## src/design/top_k_score_keeper_defines.svh

```systemverilog
// Assertion macros shared by the top-K score keeper RTL.
`ifndef TOP_K_SCORE_KEEPER_DEFINES_SVH
`define TOP_K_SCORE_KEEPER_DEFINES_SVH

// same-cycle implication
`define TKSK_ASSERT_IMP(lbl, ante, cons, msg) \
  lbl: assert property (@(posedge clk) disable iff (!rst_n) (ante) |-> (cons)) else $error(msg);

// next-cycle implication
`define TKSK_ASSERT_NXT(lbl, ante, cons, msg) \
  lbl: assert property (@(posedge clk) disable iff (!rst_n) (ante) |=> (cons)) else $error(msg);

`endif

```

## src/design/tksk_pkg.sv

```systemverilog
// Shared types and constants of the top-K score keeper.
`default_nettype none

package tksk_pkg;

  localparam int CFG_BITS        = 5;
  localparam int LIMIT_BITS      = 8;
  localparam int RESET_MAX_COUNT = 10;

  localparam logic OP_PUSH = 1'b0;
  localparam logic OP_TEST = 1'b1;

  typedef enum logic [3:0] {
    ST_IDLE,
    ST_TST_RD,
    ST_TST_CMP,
    ST_EV_RD,
    ST_EV_CAP,
    ST_SH_RD,
    ST_SH_WR,
    ST_INS_RD,
    ST_INS_CMP,
    ST_DONE
  } state_t;

  typedef struct packed {
    logic accept;
    logic added;
    logic evicted;
  } flags_t;

endpackage

`default_nettype wire

```

## src/design/tksk_ram.sv

```systemverilog
// Generic single-write, single-read RAM with registered read data.
`default_nettype none

module tksk_ram #(
  parameter int WIDTH = 32,
  parameter int DEPTH = 16
) (
  input  wire logic                                  clk,
  input  wire logic                                  we,
  input  wire logic [(DEPTH > 1 ? $clog2(DEPTH) : 1)-1:0] waddr,
  input  wire logic [WIDTH-1:0]                      wdata,
  input  wire logic                                  re,
  input  wire logic [(DEPTH > 1 ? $clog2(DEPTH) : 1)-1:0] raddr,
  output logic      [WIDTH-1:0]                      rdata
);

  logic [WIDTH-1:0] mem_r [DEPTH];
  logic [WIDTH-1:0] rdata_r;

  always_ff @(posedge clk) begin
    if (we) begin
      mem_r[waddr] <= wdata;
    end
    if (re) begin
      rdata_r <= mem_r[raddr];
    end
  end

  assign rdata = rdata_r;

endmodule

`default_nettype wire

```

## src/design/tksk_seq.sv

```systemverilog
// Sequencer: tests items, evicts when full, and shifts and inserts entries of the sorted store one slot per step.
`default_nettype none

`include "top_k_score_keeper_defines.svh"

module tksk_seq #(
  parameter int CAPACITY   = 16,
  parameter int SCORE_BITS = 16,
  parameter int ID_BITS    = 16,
  localparam int CW = $clog2(CAPACITY + 1),
  localparam int AW = (CAPACITY > 1) ? $clog2(CAPACITY) : 1,
  localparam int DW = SCORE_BITS + ID_BITS
) (
  input  wire logic                            clk,
  input  wire logic                            rst_n,
  input  wire logic                            in_valid,
  output logic                                 in_ready,
  input  wire logic                            in_op,
  input  wire logic [SCORE_BITS-1:0]           in_score,
  input  wire logic [ID_BITS-1:0]              in_item_id,
  input  wire logic [tksk_pkg::LIMIT_BITS-1:0] limit,
  input  wire logic                            out_free,
  output logic                                 done,
  output tksk_pkg::flags_t                     flags,
  output logic      [ID_BITS-1:0]              ev_id,
  output logic      [SCORE_BITS-1:0]           ev_score,
  output logic      [CW-1:0]                   fill_count,
  output logic                                 ram_we,
  output logic      [AW-1:0]                   ram_waddr,
  output logic      [DW-1:0]                   ram_wdata,
  output logic                                 ram_re,
  output logic      [AW-1:0]                   ram_raddr,
  input  wire logic [DW-1:0]                   ram_rdata
);

  tksk_pkg::state_t  state_r, state_nxt;
  logic              op_r, op_nxt;
  logic [SCORE_BITS-1:0] score_r, score_nxt;
  logic [ID_BITS-1:0]    id_r, id_nxt;
  logic [CW-1:0]     count_r, count_nxt;
  logic [CW-1:0]     n_r, n_nxt;
  logic [CW-1:0]     k_r, k_nxt;
  tksk_pkg::flags_t  flags_r, flags_nxt;
  logic [ID_BITS-1:0]    ev_id_r, ev_id_nxt;
  logic [SCORE_BITS-1:0] ev_score_r, ev_score_nxt;

  logic              full;
  logic [CW-1:0]     km1;
  logic [SCORE_BITS-1:0] rd_score;
  logic [ID_BITS-1:0]    rd_id;
  logic              rd_above;

  assign full     = tksk_pkg::LIMIT_BITS'(count_r) >= limit;
  assign km1      = k_r - CW'(1);
  assign rd_score = ram_rdata[DW-1:ID_BITS];
  assign rd_id    = ram_rdata[ID_BITS-1:0];
  assign rd_above = rd_score > score_r;

  // next state
  always_comb begin
    state_nxt = state_r;
    case (state_r)
      tksk_pkg::ST_IDLE: begin
        if (in_valid) begin
          if (in_op == tksk_pkg::OP_TEST) begin
            state_nxt = full ? tksk_pkg::ST_TST_RD : tksk_pkg::ST_DONE;
          end else begin
            state_nxt = full ? tksk_pkg::ST_EV_RD : tksk_pkg::ST_INS_RD;
          end
        end
      end
      tksk_pkg::ST_TST_RD:  state_nxt = tksk_pkg::ST_TST_CMP;
      tksk_pkg::ST_TST_CMP: state_nxt = tksk_pkg::ST_DONE;
      tksk_pkg::ST_EV_RD:   state_nxt = tksk_pkg::ST_EV_CAP;
      tksk_pkg::ST_EV_CAP:  state_nxt = tksk_pkg::ST_SH_RD;
      tksk_pkg::ST_SH_RD:   state_nxt = (k_r < n_r) ? tksk_pkg::ST_SH_WR : tksk_pkg::ST_INS_RD;
      tksk_pkg::ST_SH_WR:   state_nxt = tksk_pkg::ST_SH_RD;
      tksk_pkg::ST_INS_RD:  state_nxt = (k_r != '0) ? tksk_pkg::ST_INS_CMP : tksk_pkg::ST_DONE;
      tksk_pkg::ST_INS_CMP: state_nxt = rd_above ? tksk_pkg::ST_INS_RD : tksk_pkg::ST_DONE;
      tksk_pkg::ST_DONE:    state_nxt = out_free ? tksk_pkg::ST_IDLE : tksk_pkg::ST_DONE;
      default:              state_nxt = tksk_pkg::ST_IDLE;
    endcase
  end

  // outputs
  always_comb begin
    in_ready  = 1'b0;
    done      = 1'b0;
    ram_we    = 1'b0;
    ram_waddr = k_r[AW-1:0];
    ram_wdata = {score_r, id_r};
    ram_re    = 1'b0;
    ram_raddr = k_r[AW-1:0];
    case (state_r)
      tksk_pkg::ST_IDLE: in_ready = 1'b1;
      tksk_pkg::ST_TST_RD, tksk_pkg::ST_EV_RD: begin
        ram_re    = 1'b1;
        ram_raddr = '0;
      end
      tksk_pkg::ST_SH_RD: ram_re = k_r < n_r;
      tksk_pkg::ST_SH_WR: begin
        ram_we    = 1'b1;
        ram_waddr = km1[AW-1:0];
        ram_wdata = ram_rdata;
      end
      tksk_pkg::ST_INS_RD: begin
        ram_re    = k_r != '0;
        ram_raddr = km1[AW-1:0];
        ram_we    = k_r == '0;
      end
      tksk_pkg::ST_INS_CMP: begin
        ram_we    = 1'b1;
        ram_wdata = rd_above ? ram_rdata : {score_r, id_r};
      end
      tksk_pkg::ST_DONE: done = out_free;
      default: ;
    endcase
  end

  // datapath
  always_comb begin
    op_nxt       = op_r;
    score_nxt    = score_r;
    id_nxt       = id_r;
    count_nxt    = count_r;
    n_nxt        = n_r;
    k_nxt        = k_r;
    flags_nxt    = flags_r;
    ev_id_nxt    = ev_id_r;
    ev_score_nxt = ev_score_r;
    case (state_r)
      tksk_pkg::ST_IDLE: begin
        if (in_valid) begin
          op_nxt       = in_op;
          score_nxt    = in_score;
          id_nxt       = in_item_id;
          n_nxt        = count_r;
          k_nxt        = count_r;
          ev_id_nxt    = '0;
          ev_score_nxt = '0;
          flags_nxt.added   = in_op == tksk_pkg::OP_PUSH;
          flags_nxt.evicted = 1'b0;
          flags_nxt.accept  = (in_op == tksk_pkg::OP_TEST) && !full;
        end
      end
      tksk_pkg::ST_TST_CMP: flags_nxt.accept = score_r > rd_score;
      tksk_pkg::ST_EV_CAP: begin
        flags_nxt.evicted = 1'b1;
        ev_id_nxt         = rd_id;
        ev_score_nxt      = rd_score;
        k_nxt             = CW'(1);
      end
      tksk_pkg::ST_SH_RD: begin
        if (k_r >= n_r) begin
          n_nxt = n_r - CW'(1);
          k_nxt = n_r - CW'(1);
        end
      end
      tksk_pkg::ST_SH_WR: k_nxt = k_r + CW'(1);
      tksk_pkg::ST_INS_RD: begin
        if (k_r == '0) begin
          count_nxt = n_r + CW'(1);
        end
      end
      tksk_pkg::ST_INS_CMP: begin
        if (rd_above) begin
          k_nxt = km1;
        end else begin
          count_nxt = n_r + CW'(1);
        end
      end
      default: ;
    endcase
  end

  always_ff @(posedge clk) begin
    if (!rst_n) begin
      state_r <= tksk_pkg::ST_IDLE;
      count_r <= '0;
    end else begin
      state_r <= state_nxt;
      count_r <= count_nxt;
    end
    op_r       <= op_nxt;
    score_r    <= score_nxt;
    id_r       <= id_nxt;
    n_r        <= n_nxt;
    k_r        <= k_nxt;
    flags_r    <= flags_nxt;
    ev_id_r    <= ev_id_nxt;
    ev_score_r <= ev_score_nxt;
  end

  assign flags      = flags_r;
  assign ev_id      = ev_id_r;
  assign ev_score   = ev_score_r;
  assign fill_count = count_r;

  `TKSK_ASSERT_IMP(a_no_rw_clash, ram_we, !ram_re, "store read and written in one cycle")
  `TKSK_ASSERT_NXT(a_test_keeps_count,
                   in_valid && in_ready && (in_op == tksk_pkg::OP_TEST),
                   $stable(count_r), "test item changed the fill count")
  `TKSK_ASSERT_IMP(a_done_push_flag,
                   done, flags_r.added == (op_r == tksk_pkg::OP_PUSH),
                   "added flag disagrees with op")
  `TKSK_ASSERT_IMP(a_count_bound, done, count_r <= CW'(CAPACITY),
                   "fill count above capacity")

endmodule

`default_nettype wire

```

## src/design/top_k_score_keeper.sv

```systemverilog
// Top level of the bounded top-K score keeper.
// Flow: a test of a store that is not full completes without a store read; a full-store test
//   compares with the lowest entry. A push to a full store evicts the lowest entry and shifts the
//   rest down; then the item is inserted, entries scoring above it moving up one slot each.
// Items are taken only while idle, one at a time; a held result stalls the finish of the next one.
// Reset: fill count cleared, max-count register to 10; store contents are not cleared.
`default_nettype none

module top_k_score_keeper #(
  parameter int CAPACITY   = 16,
  parameter int SCORE_BITS = 16,
  parameter int ID_BITS    = 16,
  localparam int CW = $clog2(CAPACITY + 1),
  localparam int AW = (CAPACITY > 1) ? $clog2(CAPACITY) : 1,
  localparam int DW = SCORE_BITS + ID_BITS
) (
  input  wire logic                          clk,
  input  wire logic                          rst_n,
  input  wire logic                          cfg_valid,
  output logic                               cfg_ready,
  input  wire logic [tksk_pkg::CFG_BITS-1:0] cfg_max_count,
  input  wire logic                          in_valid,
  output logic                               in_ready,
  input  wire logic                          in_op,
  input  wire logic [SCORE_BITS-1:0]         in_score,
  input  wire logic [ID_BITS-1:0]            in_item_id,
  output logic                               out_valid,
  input  wire logic                          out_ready,
  output logic                               out_accept_flag,
  output logic                               out_added_flag,
  output logic                               out_evicted_flag,
  output logic      [ID_BITS-1:0]            out_evicted_id,
  output logic      [SCORE_BITS-1:0]         out_evicted_score,
  output logic      [CW-1:0]                 out_fill_count
);

  logic [tksk_pkg::CFG_BITS-1:0]   max_count_r, max_count_nxt;
  logic [tksk_pkg::LIMIT_BITS-1:0] mc_ext, cap_ext, limit;
  logic                            out_valid_r, out_valid_nxt;
  tksk_pkg::flags_t                out_flags_r;
  logic [ID_BITS-1:0]              out_ev_id_r;
  logic [SCORE_BITS-1:0]           out_ev_score_r;
  logic [CW-1:0]                   out_count_r;

  logic                  out_free, done;
  tksk_pkg::flags_t      flags;
  logic [ID_BITS-1:0]    ev_id;
  logic [SCORE_BITS-1:0] ev_score;
  logic [CW-1:0]         fill_count;
  logic                  ram_we, ram_re;
  logic [AW-1:0]         ram_waddr, ram_raddr;
  logic [DW-1:0]         ram_wdata, ram_rdata;

  assign cfg_ready     = 1'b1;
  assign max_count_nxt = cfg_valid ? cfg_max_count : max_count_r;

  assign mc_ext  = tksk_pkg::LIMIT_BITS'(max_count_r);
  assign cap_ext = tksk_pkg::LIMIT_BITS'(CAPACITY);
  assign limit   = (mc_ext == '0) ? tksk_pkg::LIMIT_BITS'(1) :
                   (mc_ext > cap_ext) ? cap_ext : mc_ext;

  assign out_free      = !out_valid_r || out_ready;
  assign out_valid_nxt = done ? 1'b1 : (out_ready ? 1'b0 : out_valid_r);

  tksk_seq #(
    .CAPACITY  (CAPACITY),
    .SCORE_BITS(SCORE_BITS),
    .ID_BITS   (ID_BITS)
  ) u_seq (
    .clk       (clk),
    .rst_n     (rst_n),
    .in_valid  (in_valid),
    .in_ready  (in_ready),
    .in_op     (in_op),
    .in_score  (in_score),
    .in_item_id(in_item_id),
    .limit     (limit),
    .out_free  (out_free),
    .done      (done),
    .flags     (flags),
    .ev_id     (ev_id),
    .ev_score  (ev_score),
    .fill_count(fill_count),
    .ram_we    (ram_we),
    .ram_waddr (ram_waddr),
    .ram_wdata (ram_wdata),
    .ram_re    (ram_re),
    .ram_raddr (ram_raddr),
    .ram_rdata (ram_rdata)
  );

  tksk_ram #(
    .WIDTH(DW),
    .DEPTH(CAPACITY)
  ) u_store (
    .clk  (clk),
    .we   (ram_we),
    .waddr(ram_waddr),
    .wdata(ram_wdata),
    .re   (ram_re),
    .raddr(ram_raddr),
    .rdata(ram_rdata)
  );

  always_ff @(posedge clk) begin
    if (!rst_n) begin
      max_count_r <= tksk_pkg::CFG_BITS'(tksk_pkg::RESET_MAX_COUNT);
      out_valid_r <= 1'b0;
    end else begin
      max_count_r <= max_count_nxt;
      out_valid_r <= out_valid_nxt;
    end
    if (done) begin
      out_flags_r    <= flags;
      out_ev_id_r    <= ev_id;
      out_ev_score_r <= ev_score;
      out_count_r    <= fill_count;
    end
  end

  assign out_valid         = out_valid_r;
  assign out_accept_flag   = out_flags_r.accept;
  assign out_added_flag    = out_flags_r.added;
  assign out_evicted_flag  = out_flags_r.evicted;
  assign out_evicted_id    = out_ev_id_r;
  assign out_evicted_score = out_ev_score_r;
  assign out_fill_count    = out_count_r;

endmodule

`default_nettype wire
```

## config.mk

```make
export PLATFORM = sky130hd
export DESIGN_NAME = top_k_score_keeper
export DESIGN_NICKNAME = d
export VERILOG_FILES = /design/src/design/tksk_pkg.sv /design/src/design/tksk_ram.sv /design/src/design/tksk_seq.sv /design/src/design/top_k_score_keeper.sv
export VERILOG_INCLUDE_DIRS = /design/src /design/src/design
export SDC_FILE = /design/constraint.sdc
export NUM_CORES = 1
export LEC_CHECK = 0
export BUFFER_PORTS_ARGS = -buffer_cell sky130_fd_sc_hd__buf_2
export CAP_MARGIN = 10
export CORE_ASPECT_RATIO = 0.7
export CORE_MARGIN = 8
export CORE_UTILIZATION = 54
export DETAILED_ROUTE_END_ITERATION = 7
export PLACE_DENSITY = 0.72
export SLEW_MARGIN = 40
export SYNTH_ARGS = -nofsm -noshare
export SYNTH_HDL_FRONTEND = slang
export SYNTH_SLANG_ARGS = --single-unit
```

## constraint.sdc

```tcl
create_clock -name clk -period 10.2 [get_ports clk]
set_clock_uncertainty 0.15 [all_clocks]
set_input_delay 0 -clock clk [delete_from_list [all_inputs] [get_ports clk]]
set_output_delay 0 -clock clk [all_outputs]
set_load 0.005 [all_outputs]
```

==> qor.csv <==
metric,value,unit
fraction of layout cells with a size suffix above 1,15.29,%
max-cap violation count,0,
DP Area,28860,µm²
"most used cell, CP",buf_4,
CTS buffer count,59,
Area Overhead vs Synth,15.00,%
outcome,"finished, final reports clean",
Post-Syn Area,27640,µm²
Worst R2R End,u_store.rdata[8],
minimum clock period,4.042,ns
Initial DRC Count,2129,
Core ar.,50680,µm²
Finished Layout Cells,2656,
drt drc,0,
R2R cell count,9,
final wirelength,67380,µm
antenna violations before repair,0,
fin area,31790,µm²
RePlAce Congestion,0.8234,
"CP delay by family, top",buffers and inverters,
diodes inserted,0,
Buf/Inv on CP,3,
vias,16540,
Final Cycle Share,39.63,%
Final setup viols,0,
Lkg Pwr,0.01132,µW
die area,58800,µm²
met1 usage,32.65,%
M2 GR Usage,34.44,%
Tot GR Track Use,22.37,%
crit path kind,reg -> reg,
Critical Path Source Type,register,
Die X,286.4,µm
"Seq/Total Area, Yosys",72.90,%
met3 Track Usage GR,4.203,%
Rows,69,
H-tree depth,2,
Peak VDD IR,0.1874,mV
Root Driver,clkbuf_16,
Final #Nets,2009,
Syn Area/Cell,15.52,µm²
worst-margin pin slew,0.8383,ns
drt first pass iters,6,
sw frac,34.15,%
"Setup Fix Bufs, Post-CTS",0,
CTS tree,done,
min-delay src,in_op,
RSZ-0062 raised after global routing,no,
clock network power share,24.7,%
pin count of the biggest net entering global routing,116,
Avg WL per Cell,25.37,µm
combinational fraction of design power,33.6,%
post-DP HPWL,36690,µm
io pins,86,
clock transition at the registers of the reported paths,0.07,ns
hold slack,0.1298,ns
Pins Over Slew Limit,0,
I/O Buffers,84,
Yosys cell types,60,
antenna-violating nets left,0,
Hold/Removal Path Class,in -> reg,
achievable clock frequency,247.4,MHz
Initial Util,54.54,%
Sw Pwr,3236,µW
dpl ws,5.897,ns
reg2reg setup slack,6.16,ns
share of power burned in registers,41.7,%
Slew HR,44.11,%
YS warnings,0,
worst setup margin,6.158,ns
gr busiest metal,met2,
"commonest non-fill, non-tap cell in the layout",edfxtp_1,
Final Hold Viols,0,
critical path's slowest cell,buf_4,
crit-path max FO,64,
Syn Inst Count,1781,
Placed Instances,2459,
CP Data Arrival Time,4.32,ns
vias in the first global route,16440,
clk sinks,676,
Async SR Flop Fraction,0,%
Worst EP required,10.47,ns
Post-synth EDFFs,661,
"flops & latches, synth",676,
internal power component,6240,µW
"Largest stage delay, worst path",0.72,ns
worst-case clock buffer depth,3,
Congestion Overflow GR,0,
Crit. End Element,register,
hold path depth,3,
pwr dens,298.1,nW/µm²
prevailing post-synth register cell,edfxtp_1,
DR vias/cell,6.226,
Worst R2R Start,u_seq.k_r[1],
Skew-Pair Late Insertion Delay,0.60,ns
die height,205.3,µm
most frequent cells in the layout,"661 x edfxtp_1, 170 x nand2_1, 164 x and3_1",
worst-path cell chain,"inv_1, ha_1, or2_2, buf_4, nand2_8, buf_4, mux2i_1, a32o_1, nor4_2",
Syn Nets,1856,
first-pass GRT wire length,100900,µm
setup TNS,0,ns
Worst Hold End,u_seq.flags[1],
## power by group through the flow
| stage | Clock (µW) | Combinational, µW | Sequential (µW) |
|---|---|---|---|
| 3_5_place_dp | 0 | 3090 | 4010 |
| 6_report | 2340 | 3180 | 3950 |
| 5_1_grt | 2480 | 3420 | 3980 |
| 2_1_floorplan | 0 | 2240 | 3880 |
| 4_1_cts | 2370 | 3130 | 3950 |
| 3_3_place_gp | 0 | 2960 | 3990 |
## how the worst max path moves through the flow
stage,from,to,slack (ns),cells after the start
floorplan,u_seq.state_r[0],u_store.mem_r[11][0],6.48,9
global placement,u_seq.k_r[1],u_store.rdata[31],5.91,9
detailed placement,u_seq.k_r[1],u_store.rdata[8],5.90,9
CTS,u_seq.k_r[1],u_store.rdata[8],5.88,9
global route,u_seq.k_r[1],u_store.rdata[8],5.95,9
finish,u_seq.k_r[1],u_store.rdata[8],6.16,9
## cell type report
cell class	count	area (µm²)
Sequential cell	676	20150
Clock inverter	35	441.7
Timing Repair Buffer	214	1668
Inverter	35	133.9
Multi-Input combinational cell	948	6977
Clock buffer	74	1575
Tap cell	674	843.3
Fill cell	3631	18890
## kinds of logic (layout without fill, tap and decap cells)
logic type / after synthesis / in the layout / share of synthesized area, %
AO/OA/AOI/OAI: 343 / 343 / 9.610
XOR/XNOR: 9 / 9 / 0.2852
adder cells (fa/ha/maj): 32 / 32 / 1.448
buffers and inverters: 157 / 358 / 2.621
flip-flops: 676 / 676 / 72.90
multiplexers: 103 / 103 / 3.875
other: 1 / 1 / 0.01357
AND/OR/NAND/NOR: 460 / 460 / 9.252
## synthesized netlist by cell type (3+ instances only)
cell type  instances  area [µm²]
ha_1              32       400.4
o21bai_1           3       22.52
mux2_1            10       112.6
nor4_2            29       362.9
a211o_1          125        1095
nor3_1            11       55.05
nand2b_1           5       31.28
o21ai_0           23       115.1
and3_1           164        1026
dfxtp_1           15       300.3
mux2_2            22       247.7
a32oi_1            3       26.28
nor2b_1            9       56.30
buf_2             45       225.2
nor2_1            34       127.6
nand2_1          172       645.6
buf_1              4       15.01
xnor2_1            7       61.31
nand4_1            6       37.54
o311a_1            4       40.04
a21oi_1           81       405.4
a32o_1            62       620.6
mux2i_1           71       710.7
inv_1             35       131.4
a211oi_1           7       52.55
nand3_1           12       60.06
edfxtp_1         661       19850
o31ai_1            4       30.03
clkbuf_1          61       229.0
o211ai_1           5       37.54
o22ai_1            5       31.28
a31oi_1            3       18.77
o21a_1             3       22.52
nand3b_1           3       22.52
buf_6              9       101.4
buf_4              3       22.52
## worst reg2reg max path: cells and delay by family (launching register included)
family          cells  cell delay (ns)
buf+inv             3             1.13
compound gates      1             0.26
flops               1             0.70
fa+ha+maj           1             0.38
mux                 1             0.25
simple gates        3             1.02
## sequential cells by signal, indices dropped and copies added (netlist names), 16 cells and up
name and count:
u_seq.id_r 16, u_store.mem_r 512, u_store.rdata 32, out_evicted_score 16
u_seq.score_r 16, u_seq.ev_id 16, u_seq.ev_score 16, out_evicted_id 16
## repair_timing
action	4_1_cts	5_1_grt
hold endpoints to repair	50	0
hold buffers	85	0
gates resized for setup	0	0
setup endpoints to repair	0	0
## metrics by stage
step	util, %	total power [µW]
after global routing	62.73	9877
after floorplan	-	6119
after detailed placement	56.94	7095
after CTS	62.60	9449
final	62.73	9476
after global placement	56.81	6950
## per-layer routing
metal  routed length [µm]  up-vias
met5                    0        -
met4                 1579        0
met3                 6317      120
met2                30070      820
met1                29420     8292
li1                     -     7305
Power figures use the tool's default switching activity.
